### config.mk
export PLATFORM = sky130hd
export DESIGN_NAME = bounded_set_store_core
export DESIGN_NICKNAME = d
export VERILOG_FILES = /design/src/hw/rtl/bss_pkg.sv /design/src/hw/rtl/bounded_set_store_core.sv
export SDC_FILE = /design/constraint.sdc
export NUM_CORES = 1
export LEC_CHECK = 0
export BUFFER_PORTS_ARGS = -buffer_cell sky130_fd_sc_hd__buf_2
export CORE_ASPECT_RATIO = 0.8
export CORE_UTILIZATION = 56
export DETAILED_ROUTE_END_ITERATION = 8
export GPL_ROUTABILITY_DRIVEN = 0
export PLACE_DENSITY = 0.75
export SYNTH_ARGS = -nofsm -noshare
export SYNTH_HDL_FRONTEND = slang
export SYNTH_SLANG_ARGS = --single-unit
### constraint.sdc
create_clock -name clk -period 4.72 [get_ports clk]
set_clock_uncertainty 0.05 [all_clocks]
set_input_delay 0.708 -clock clk [delete_from_list [all_inputs] [get_ports clk]]
set_output_delay 0.708 -clock clk [all_outputs]
set_load 0.01 [all_outputs]
### src/hw/rtl/bss_pkg.sv
package bss_pkg;

  // Default number of entries in the store.
  localparam int DEFAULT_CAPACITY = 32;

  // Field widths of the items.
  localparam int MODE_W   = 3;
  localparam int VALUE_W  = 32;
  localparam int INDEX_W  = 8;
  localparam int STATUS_W = 2;
  localparam int COUNT_W  = 9;

  // Stream payload widths, padded to whole bytes.
  localparam int IN_DATA_W  = 40;
  localparam int OUT_DATA_W = 48;

  // Operation codes carried on the input tuser.
  localparam logic [MODE_W-1:0] MODE_ADD    = 3'd0;
  localparam logic [MODE_W-1:0] MODE_REMOVE = 3'd1;
  localparam logic [MODE_W-1:0] MODE_QUERY  = 3'd2;
  localparam logic [MODE_W-1:0] MODE_READ   = 3'd3;
  localparam logic [MODE_W-1:0] MODE_CLEAR  = 3'd4;

  // Result status codes.
  localparam logic [STATUS_W-1:0] ST_OK       = 2'd0;
  localparam logic [STATUS_W-1:0] ST_OVERFLOW = 2'd1;
  localparam logic [STATUS_W-1:0] ST_EMPTY    = 2'd2;

  // Sequencer states.
  typedef enum logic [3:0] {
    S_IDLE,
    S_SCAN_RD,
    S_SCAN_CMP,
    S_SHIFT_RD,
    S_SHIFT_WR,
    S_READ_RD,
    S_READ_LOAD,
    S_APPLY,
    S_FINISH
  } state_t;

endpackage

### src/hw/rtl/bounded_set_store_core.sv
// Bounded set store: a packed list of up to CAPACITY distinct 32-bit values
// kept in insertion order.
// Input channel s_*: one item is one operation. s_tuser carries the mode
// (add, remove, member query, read at index, clear); s_tdata carries the value
// and the read index. Output channel m_*: one result item per input item with
// status, was_member, read_value and the entry count after the operation.
// The entries live in a single-port-write, single-port-read memory, and one
// shared comparator walks it one entry at a time, with a read state and a
// compare state per entry, since the memory read is registered. A remove
// also moves each entry behind the removed one down one place, with a read
// state and a write state per entry. A read passes S_READ_RD and S_READ_LOAD
// (skipped on an empty store); clear and unused modes go straight to S_FINISH.
// One item is in work at a time; s_tready is high only while the sequencer
// is idle.
// A finished result sits in the output register; the next item is accepted
// while it waits, and that item's result waits in turn until m_tready frees
// the register. Reset empties the store at once (count to zero) and drops any
// pending result; no clearing pass is needed.
module bounded_set_store_core
  import bss_pkg::*;
#(
  parameter int CAPACITY = DEFAULT_CAPACITY
) (
  input  logic                  clk,
  input  logic                  rst,
  input  logic                  s_tvalid,
  output logic                  s_tready,
  // Fields from bit 0 up: element_value[31:0], read_index[39:32].
  input  logic [IN_DATA_W-1:0]  s_tdata,
  // Fields from bit 0 up: mode[2:0].
  input  logic [MODE_W-1:0]     s_tuser,
  output logic                  m_tvalid,
  input  logic                  m_tready,
  // Fields from bit 0 up: status[1:0], was_member[2], read_value[34:3],
  // count[43:35], zero padding[47:44].
  output logic [OUT_DATA_W-1:0] m_tdata
);

  localparam int AW = (CAPACITY > 1) ? $clog2(CAPACITY) : 1;
  localparam int CW = $clog2(CAPACITY + 1);
  localparam logic [CW-1:0] CAP_C = CW'(CAPACITY);

  state_t state, state_next;

  // Latched operation.
  logic [MODE_W-1:0]  op_mode;
  logic [VALUE_W-1:0] op_value;

  // Store contents and bookkeeping.
  logic [VALUE_W-1:0] mem [CAPACITY];
  logic [VALUE_W-1:0] rd_data;
  logic [CW-1:0]      count;
  logic [CW-1:0]      idx;
  logic [CW-1:0]      idx_inc;

  // Result fields under construction.
  logic [STATUS_W-1:0] res_status;
  logic                res_member;
  logic [VALUE_W-1:0]  res_read;

  // Memory port controls.
  logic               we;
  logic [AW-1:0]      waddr;
  logic [VALUE_W-1:0] wdata;
  logic               load_out;

  // Shared compare and step signals.
  logic               hit;
  logic               more;
  logic               is_search;
  logic               in_empty;
  logic [COUNT_W-1:0] in_index_ext;
  logic [COUNT_W-1:0] count_ext;

  assign idx_inc      = idx + CW'(1);
  assign hit          = (rd_data == op_value);
  assign more         = (idx_inc < count);
  assign is_search    = (op_mode == MODE_ADD) || (op_mode == MODE_REMOVE) ||
                        (op_mode == MODE_QUERY);
  assign in_empty     = (count == '0);
  assign in_index_ext = COUNT_W'(s_tdata[IN_DATA_W-1:VALUE_W]);
  assign count_ext    = COUNT_W'(count);

  // Entry memory: one write and one registered read per cycle.
  always_ff @(posedge clk) begin
    if (we) begin
      mem[waddr] <= wdata;
    end
    rd_data <= mem[idx[AW-1:0]];
  end

  // Next-state logic of the sequencer.
  always_comb begin
    state_next = state;
    case (state)
      S_IDLE: begin
        if (s_tvalid) begin
          case (s_tuser)
            MODE_ADD, MODE_REMOVE, MODE_QUERY: begin
              state_next = in_empty ? S_APPLY : S_SCAN_RD;
            end
            MODE_READ: begin
              state_next = in_empty ? S_FINISH : S_READ_RD;
            end
            default: begin
              state_next = S_FINISH;
            end
          endcase
        end
      end
      S_SCAN_RD: begin
        state_next = S_SCAN_CMP;
      end
      S_SCAN_CMP: begin
        if (hit) begin
          if (op_mode == MODE_REMOVE && more) begin
            state_next = S_SHIFT_RD;
          end else begin
            state_next = S_FINISH;
          end
        end else if (more) begin
          state_next = S_SCAN_RD;
        end else begin
          state_next = S_APPLY;
        end
      end
      S_SHIFT_RD: begin
        state_next = S_SHIFT_WR;
      end
      S_SHIFT_WR: begin
        state_next = more ? S_SHIFT_RD : S_FINISH;
      end
      S_READ_RD: begin
        state_next = S_READ_LOAD;
      end
      S_READ_LOAD: begin
        state_next = S_FINISH;
      end
      S_APPLY: begin
        state_next = S_FINISH;
      end
      S_FINISH: begin
        if (!m_tvalid || m_tready) begin
          state_next = S_IDLE;
        end
      end
      default: begin
        state_next = S_IDLE;
      end
    endcase
  end

  // Output and memory-port logic of the sequencer.
  always_comb begin
    s_tready = 1'b0;
    we       = 1'b0;
    waddr    = idx[AW-1:0];
    wdata    = rd_data;
    load_out = 1'b0;
    case (state)
      S_IDLE: begin
        s_tready = 1'b1;
      end
      S_SHIFT_WR: begin
        // Move the entry just read one place down.
        we    = 1'b1;
        waddr = AW'(idx - CW'(1));
        wdata = rd_data;
      end
      S_APPLY: begin
        // Append a new value when it was absent and there is room.
        we    = (op_mode == MODE_ADD) && (count < CAP_C);
        waddr = count[AW-1:0];
        wdata = op_value;
      end
      S_FINISH: begin
        load_out = !m_tvalid || m_tready;
      end
      default: begin
        we = 1'b0;
      end
    endcase
  end

  // State register.
  always_ff @(posedge clk) begin
    if (rst) begin
      state <= S_IDLE;
    end else begin
      state <= state_next;
    end
  end

  // Count register.
  always_ff @(posedge clk) begin
    if (rst) begin
      count <= '0;
    end else begin
      case (state)
        S_IDLE: begin
          if (s_tvalid && s_tuser == MODE_CLEAR) begin
            count <= '0;
          end
        end
        S_SCAN_CMP: begin
          if (hit && op_mode == MODE_REMOVE && !more) begin
            count <= count - CW'(1);
          end
        end
        S_SHIFT_WR: begin
          if (!more) begin
            count <= count - CW'(1);
          end
        end
        S_APPLY: begin
          if (op_mode == MODE_ADD && count < CAP_C) begin
            count <= count + CW'(1);
          end
        end
        default: begin
          count <= count;
        end
      endcase
    end
  end

  // Operation latch, scan index and result fields.
  always_ff @(posedge clk) begin
    case (state)
      S_IDLE: begin
        op_mode    <= s_tuser;
        op_value   <= s_tdata[VALUE_W-1:0];
        res_status <= ST_OK;
        res_member <= 1'b0;
        res_read   <= '0;
        idx        <= '0;
        if (s_tuser == MODE_READ) begin
          if (in_empty) begin
            res_status <= ST_EMPTY;
          end else if (in_index_ext >= count_ext) begin
            // Past the end reads the last entry.
            idx <= count - CW'(1);
          end else begin
            idx <= CW'(in_index_ext);
          end
        end
      end
      S_SCAN_CMP: begin
        if (hit) begin
          res_member <= 1'b1;
          idx        <= idx_inc;
        end else if (more) begin
          idx <= idx_inc;
        end
      end
      S_SHIFT_WR: begin
        idx <= idx_inc;
      end
      S_READ_LOAD: begin
        res_read <= rd_data;
      end
      S_APPLY: begin
        if (op_mode == MODE_ADD && count >= CAP_C) begin
          res_status <= ST_OVERFLOW;
        end
      end
      default: begin
        idx <= idx;
      end
    endcase
  end

  // Output register; it frees as soon as the receiver takes the item.
  always_ff @(posedge clk) begin
    if (rst) begin
      m_tvalid <= 1'b0;
    end else if (load_out) begin
      m_tvalid <= 1'b1;
    end else if (m_tready) begin
      m_tvalid <= 1'b0;
    end
  end

  always_ff @(posedge clk) begin
    if (load_out) begin
      m_tdata <= {{(OUT_DATA_W - COUNT_W - VALUE_W - 1 - STATUS_W){1'b0}},
                  count_ext, res_read, res_member & is_search, res_status};
    end
  end

endmodule
==> results of run 1 <==
==> cell usage in the layout, fill, tap and decap left out, drive strengths merged, types with 3 or more instances in the layout <==
cell type  instances
nand4              5
and2              37
inv               18
ha                16
edfxtp          1141
nand2b             4
a21boi            32
nand3             10
o31ai             34
xor2              36
clkinv            44
dfxtp             43
nor3               7
bufinv            17
a21o               3
a21oi             49
buf              155
nor2              52
a22oi              3
a311oi             3
o311ai             7
o22ai             42
mux4             160
or3                3
o21ai             49
clkbuf           136
conb               7
nor4              11
mux2              57
nor2b             35
nand2            137
xnor2              9
mux2i            173
o221ai            84
a211oi             3
==> worst max-delay path: stages (launching register included) <==
cell	delay, ns
dfxtp_1	0.73
nand4b_1	0.44
clkinv_1	0.22
nand2_1	0.10
o21ai_1	0.25
and2_1	0.19
nand2b_1	0.51
nor2_4	0.88
buf_12	0.26
==> registers in the layout, summed over array words and instances, names as in the netlist <==
name and cells:
idx 6, res_status 2, state 4, rd_data 32, res_member 1, res_read 32
m_tvalid 1, count 6, m_tdata 41, op_value 32, op_mode 3, mem 1024
==> synthesized netlist by cell type, types with 3 or more instances <==
cell / count
edfxtp_1: 1141
mux2i_1: 173
mux4_2: 160
nand2_1: 137
o221ai_1: 84
clkbuf_1: 73
mux2_2: 57
nor2_1: 51
a21oi_1: 49
o21ai_0: 46
dfxtp_1: 43
o22ai_1: 42
buf_2: 39
and2_1: 37
xor2_1: 36
nor2b_1: 35
o31ai_1: 33
a21boi_0: 32
buf_1: 19
ha_1: 16
inv_1: 15
buf_4: 11
nor4_1: 11
nand3_1: 10
xnor2_1: 9
nor3_1: 7
o311ai_0: 7
nand4_1: 5
nand2b_1: 4
a21o_1: 3
a22oi_1: 3
a311oi_1: 3
o21ai_1: 3
or3_1: 3
==> power by group through the flow <==
stage	Sequential, mW	Combinational, mW	Clock (mW)
detailed placement	14.7	7.94	0
finish	14.5	8.06	9.08
CTS	14.4	7.99	9.14
global placement	14.6	7.71	0
global route	14.5	8.59	9.55
floorplan	14.3	5.35	0
==> metrics by stage <==
stage | hold slack (ns) | setup WS [ns] | power (mW)
detailed placement | 0.3545 | 0.8335 | 22.60
global route | 0.1016 | 0.5583 | 32.63
CTS | 0.1046 | 0.7931 | 31.58
floorplan | 0.3503 | 0.3520 | 19.67
finish | 0.1310 | 0.7502 | 31.59
global placement | 0.3526 | 0.9627 | 22.32
==> layer usage <==
metal,vias up,global-route usage [%],wire (um)
met2,1332,39.79,50950
li1,10154,-,-
met3,149,4.603,10080
met5,-,0,0
met1,12503,38.79,44130
met4,0,8.741,3343
==> cell type report <==
class,count,area (um2)
clock buffers,136,2858
clock inverters,63,854.6
fillers,5250,28950
inverters,17,63.81
multi-input cells,1102,10730
flip-flops and latches,1184,35120
well taps,1092,1366
repair buffers,155,1161
==> cell families (layout without fill, tap and decap cells) <==
family	count (synthesis)	in the layout	share of synthesized area, %
buffers and inverters	159	371	1.486
AND/OR/NAND/NOR	312	312	3.198
multiplexers	390	390	12.93
AO/OA/AOI/OAI	332	332	5.138
XOR/XNOR	45	45	0.8523
adder cells (fa/ha/maj)	16	16	0.4329
other	1	7	0.008110
flip-flops	1184	1184	75.96
==> path summary, 6_finish.rpt <==
path,cells after the start,slack [ns],to,start
worst max-delay path,8,0.75,mem[11][13],state[0]
worst min-delay path,1,0.13,op_value[19],s_tdata[19]
worst max register to register,8,0.75,mem[11][13],state[0]
worst min register to register,0,0.36,m_tdata[10],res_read[7]
==> results.json, run 1 <==
{
  "period_minus_slack_ns": 3.970,
  "numCtsBuffers": 106,
  "gr-usage-all-layers_pct": 26.17,
  "wl_mm": 108.5,
  "power_frac_clock_pct": 28.7,
  "tritoncts": "yes",
  "netlist.area_leader.share_pct": 74.10,
  "grt_max_degree": 126,
  "grt_first_pass_wirelength_mm": 158.9,
  "timing.fmax_mhz": 251.9,
  "max-cap-violations": 0,
  "clk_path_buf_depth": 3,
  "place_inst": 3549,
  "netSwitchingPower_mw": 9.810,
  "yosys_most_used_dff": "edfxtp_1",
  "cp.required_ns": 5.05,
  "diodes": 0,
  "postRouteAntennaNets": 0,
  "endpoint_kind": "register",
  "p_sw_share_pct": 31.06,
  "area_growth_pct": 12.80,
  "vias_per_cell": 6.439,
  "setup_viol": 0,
  "clk_pin_slew_ns": 0.06,
  "synth_area_leader_cell": "edfxtp_1",
  "p_int_mw": 21.78,
  "ir_drop_mv": 0.4229,
  "clkLatencyLatePin_ns": 0.70,
  "io_pins": 97,
  "async_reset_ff_share_pct": 0,
  "yosysUniqueCellTypes": 64,
  "synthCells": 2439,
  "clockRootBuffer": "clkbuf_16",
  "final_util_pct": 64.31,
  "start_util_pct": 57.01,
  "synth_seq_cells": 1184,
  "drive_gt1_share_pct": 21.57,
  "synth-edff-count": 1141,
  "drc": 0,
  "start_kind": "register",
  "avgSynthCellArea_um2": 18.96,
  "nets": 2629,
  "cts.sinks": 1184,
  "rsz0062_at_grt": "false",
  "grt_pass1_vias": 24004,
  "power_frac_comb_pct": 25.5,
  "post_cts_resized": 0,
  "io_buffers": 89,
  "instances_no_fill": 3749,
  "rows": 93,
  "maxSlewHeadroom_pct": 14.59,
  "arrival_ns": 4.30,
  "num_vias": 24138,
  "routedWlPerCell_um": 28.94,
  "drtPass1Iterations": 5,
  "yosysSeqAreaShare_pct": 75.96,
  "crit_path_max_fanout": 18,
  "synth_area_um2": 46240,
  "ys_top_cells_by_area": "edfxtp_1, mux4_2, mux2i_1",
  "cellLeakagePower_nw": 16.59,
  "dieHeight_um": 259.0,
  "yosys_warnings": 0,
  "antenna_found_initial": 0,
  "drt_first_iter_violations": 3231,
  "holdBufCountCts": 0,
  "tightest_slew_ns": 1.278,
  "fp.dieW_um": 323.3,
  "overflow": 0,
  "placed_area_um2": 48420,
  "hpwl_mm": 64.08,
  "coreArea_um2": 81100,
  "fin_area_um2": 52160,
  "die_area_um2": 83730,
  "timing.final.hold_violations": 0,
  "postCtsSetupBuffers": 0,
  "finalMaxSlewViolations": 0,
  "power_density_nw_per_um2": 605.6,
  "finalCritPeriodShare_pct": 84.11,
  "pwr-share-seq_pct": 45.8,
  "min-delay-path-class": "in2reg",
  "crit_type": "reg2reg",
  "setup_tns_ns": 0,
  "status": "finished clean",
  "htreeDepth": 3
}
(Power assumes the default switching activity.)
==> run 2, diff against run 1 <==
Settings changed: CORE_UTILIZATION 56 to 62, PLACE_DENSITY 0.75 to 0.79.
Clock period 4.72 ns to 3.75 ns, I/O delays scaled along.
==> run 2 against run 1 <==
The run now ends with negative hold slack left. Register-to-register slack worse by 0.53 ns. Sequential power is 26% higher. Wire length grew 6.6%. First-iteration DRC count up 16%. Worst setup slack worse by 0.53 ns. Clock power up 21%. Flip-flop and latch count unchanged. Power up 26%. Critical path type unchanged. Critical endpoint is now rd_data[31]. Largest cell class unchanged.
==> results.json, run 2 (synthesized netlist as in run 1, its figures left out) <==
{
  "gr-usage-all-layers_pct": 30.66,
  "die_area_um2": 75680,
  "hold_path_depth": 1,
  "final_cell_mix": "edfxtp_1, mux2i_1, mux4_2",
  "io_pins": 97,
  "final_common_cell": "edfxtp_1",
  "fp.dieW_um": 307.3,
  "tritoncts": "yes",
  "clk_path_buf_depth": 3,
  "reg2reg_slack_ns": 0.22,
  "vias_per_cell": 6.789,
  "ir_drop_mv": 0.5732,
  "reg_top3": "mem (1024), m_tdata (41)",
  "start_util_pct": 62.73,
  "hold-worst-slack_ns": -0.0004978,
  "worst_slack_ns": 0.2223,
  "min_to": "op_value[5]",
  "nets": 2696,
  "hpwl_mm": 66.72,
  "fillers": 4249,
  "drtPass1Iterations": 6,
  "period_minus_slack_ns": 3.528,
  "io_buffers": 89,
  "overflow": 0,
  "hold_start": "s_tdata[5]",
  "met1_usage_pct": 42.87,
  "rr_endpoint": "rd_data[31]",
  "violations": "negative hold slack",
  "pre_cts_slack_ns": -0.002513,
  "rr_worst_depth": 7,
  "use_met2_pct": 46.97,
  "antenna_found_initial": 0,
  "num_vias": 25284,
  "clk_pin_slew_ns": 0.10,
  "clkLatencyLatePin_ns": 0.71,
  "drive_gt1_share_pct": 22.73,
  "grt_first_pass_wirelength_mm": 166.0,
  "min-delay-path-class": "in2reg",
  "grt_max_degree": 90,
  "timing.final.hold_violations": 1,
  "tightest_slew_ns": 1.347,
  "postRouteAntennaNets": 0,
  "coreArea_um2": 73720,
  "wl_mm": 115.7,
  "met3_usage_pct": 8.163,
  "grt_pass1_vias": 24982,
  "largest_reg_flops": 1024,
  "status": "finished with violations",
  "arrival_ns": 3.98,
  "htreeDepth": 3,
  "crit_path_max_fanout": 87,
  "start_kind": "register",
  "clockRootBuffer": "clkbuf_16",
  "rsz0062_at_grt": "false",
  "setup_viol": 0,
  "final_util_pct": 71.01,
  "numCtsBuffers": 104,
  "cellLeakagePower_nw": 16.80,
  "finalMaxSlewViolations": 0,
  "max-cap-violations": 0,
  "power_density_nw_per_um2": 759.7,
  "cp.required_ns": 4.20,
  "area_growth_pct": 13.20,
  "cts.sinks": 1184,
  "finalCritPeriodShare_pct": 94.07,
  "maxSlewHeadroom_pct": 10.08,
  "crit_type": "reg2reg",
  "timing.fmax_mhz": 283.5,
  "drc": 0,
  "postCtsSetupBuffers": 0,
  "drt_first_iter_violations": 3735,
  "rr_startpoint": "idx[0]",
  "grt_busiest_layer": "met2",
  "top_register": "mem",
  "dieHeight_um": 246.3,
  "diodes": 0,
  "routedWlPerCell_um": 31.07,
  "endpoint_kind": "register",
  "rows": 89
}
[run 2: cell count changes in the layout (fill, tap and decap cells not counted), sizes merged]
cell / before / now
clkbuf: 136 / 133
bufinv: 17 / 13
clkinvlp: 1 / 8
clkinv: 44 / 40
buf: 155 / 198
dlygate4sd3: 0 / 26
inv: 18 / 19
[run 2: how the worst max path moves through the flow]
stage	from	to	slack, ns	cells after the start
after floorplan	idx[0]	mem[21][0]	-0.29	11
after detailed placement	idx[0]	rd_data[31]	-0.003	7
after global placement	idx[0]	rd_data[31]	0.03	7
after global routing	idx[0]	rd_data[31]	0.08	7
final	idx[0]	rd_data[31]	0.22	7
after CTS	idx[0]	rd_data[31]	0.22	7
[run 2: critical path: stages (launching register included)]
cell	delay (ns)
edfxtp_1	0.34
buf_4	0.21
buf_12	0.43
buf_12	0.53
mux4_2	0.59
nor2b_1	0.14
o311ai_1	0.58
o31ai_1	0.25
[run 2: routing by layer]
metal  vias to the layer above  part of all wire [%]
met3                       290                    13
met4                         0                   4.3
met5                         -                     0
li1                      10273                     -
met2                      1937                    46
met1                     12784                    36
[run 2: cell type report]
| cell class | count | area [um2] | share of cell area [%] |
|---|---|---|---|
| flip-flops and latches | 1184 | 35120 | 67.10 |
| multi-input cells | 1102 | 10730 | 20.49 |
| clock buffers | 133 | 2823 | 5.392 |
| repair buffers | 224 | 1649 | 3.150 |
| well taps | 1001 | 1252 | 2.393 |
| clock inverters | 63 | 708.2 | 1.353 |
| inverters | 17 | 63.81 | 0.1219 |
[run 2: through the flow]
step | instance area, um2 | instances | hold slack, ns | total power, mW | setup TNS [ns]
6_report | 52350 | 3724 | -0.0004978 | 39.77 | 0
4_1_cts | 52270 | 3716 | 0.0003044 | 39.46 | 0
3_5_place_dp | 48550 | 3502 | 0.3545 | 28.56 | -0.002513
3_3_place_gp | 48550 | 3502 | 0.3512 | 28.16 | 0
5_1_grt | 52350 | 3724 | -0.01877 | 40.87 | 0
2_1_floorplan | 46420 | 2445 | 0.3503 | 24.82 | -58.65
[run 2: what timing repair did]
| action | in CTS | in global routing |
|---|---|---|
| hold buffers | 18 | 8 |
| endpoints found under the hold margin | 18 | 8 |
| endpoints found under the setup margin | 1 | 0 |
| resized for setup | 1 | 0 |
[run 2: where the power goes]
group	switching [mW]	total [mW]	internal, mW
Sequential	0.805	18.2	17.4
Clock	4.79	11.0	6.25
Combinational	7.03	10.5	3.46
Total	12.6	39.8	27.1
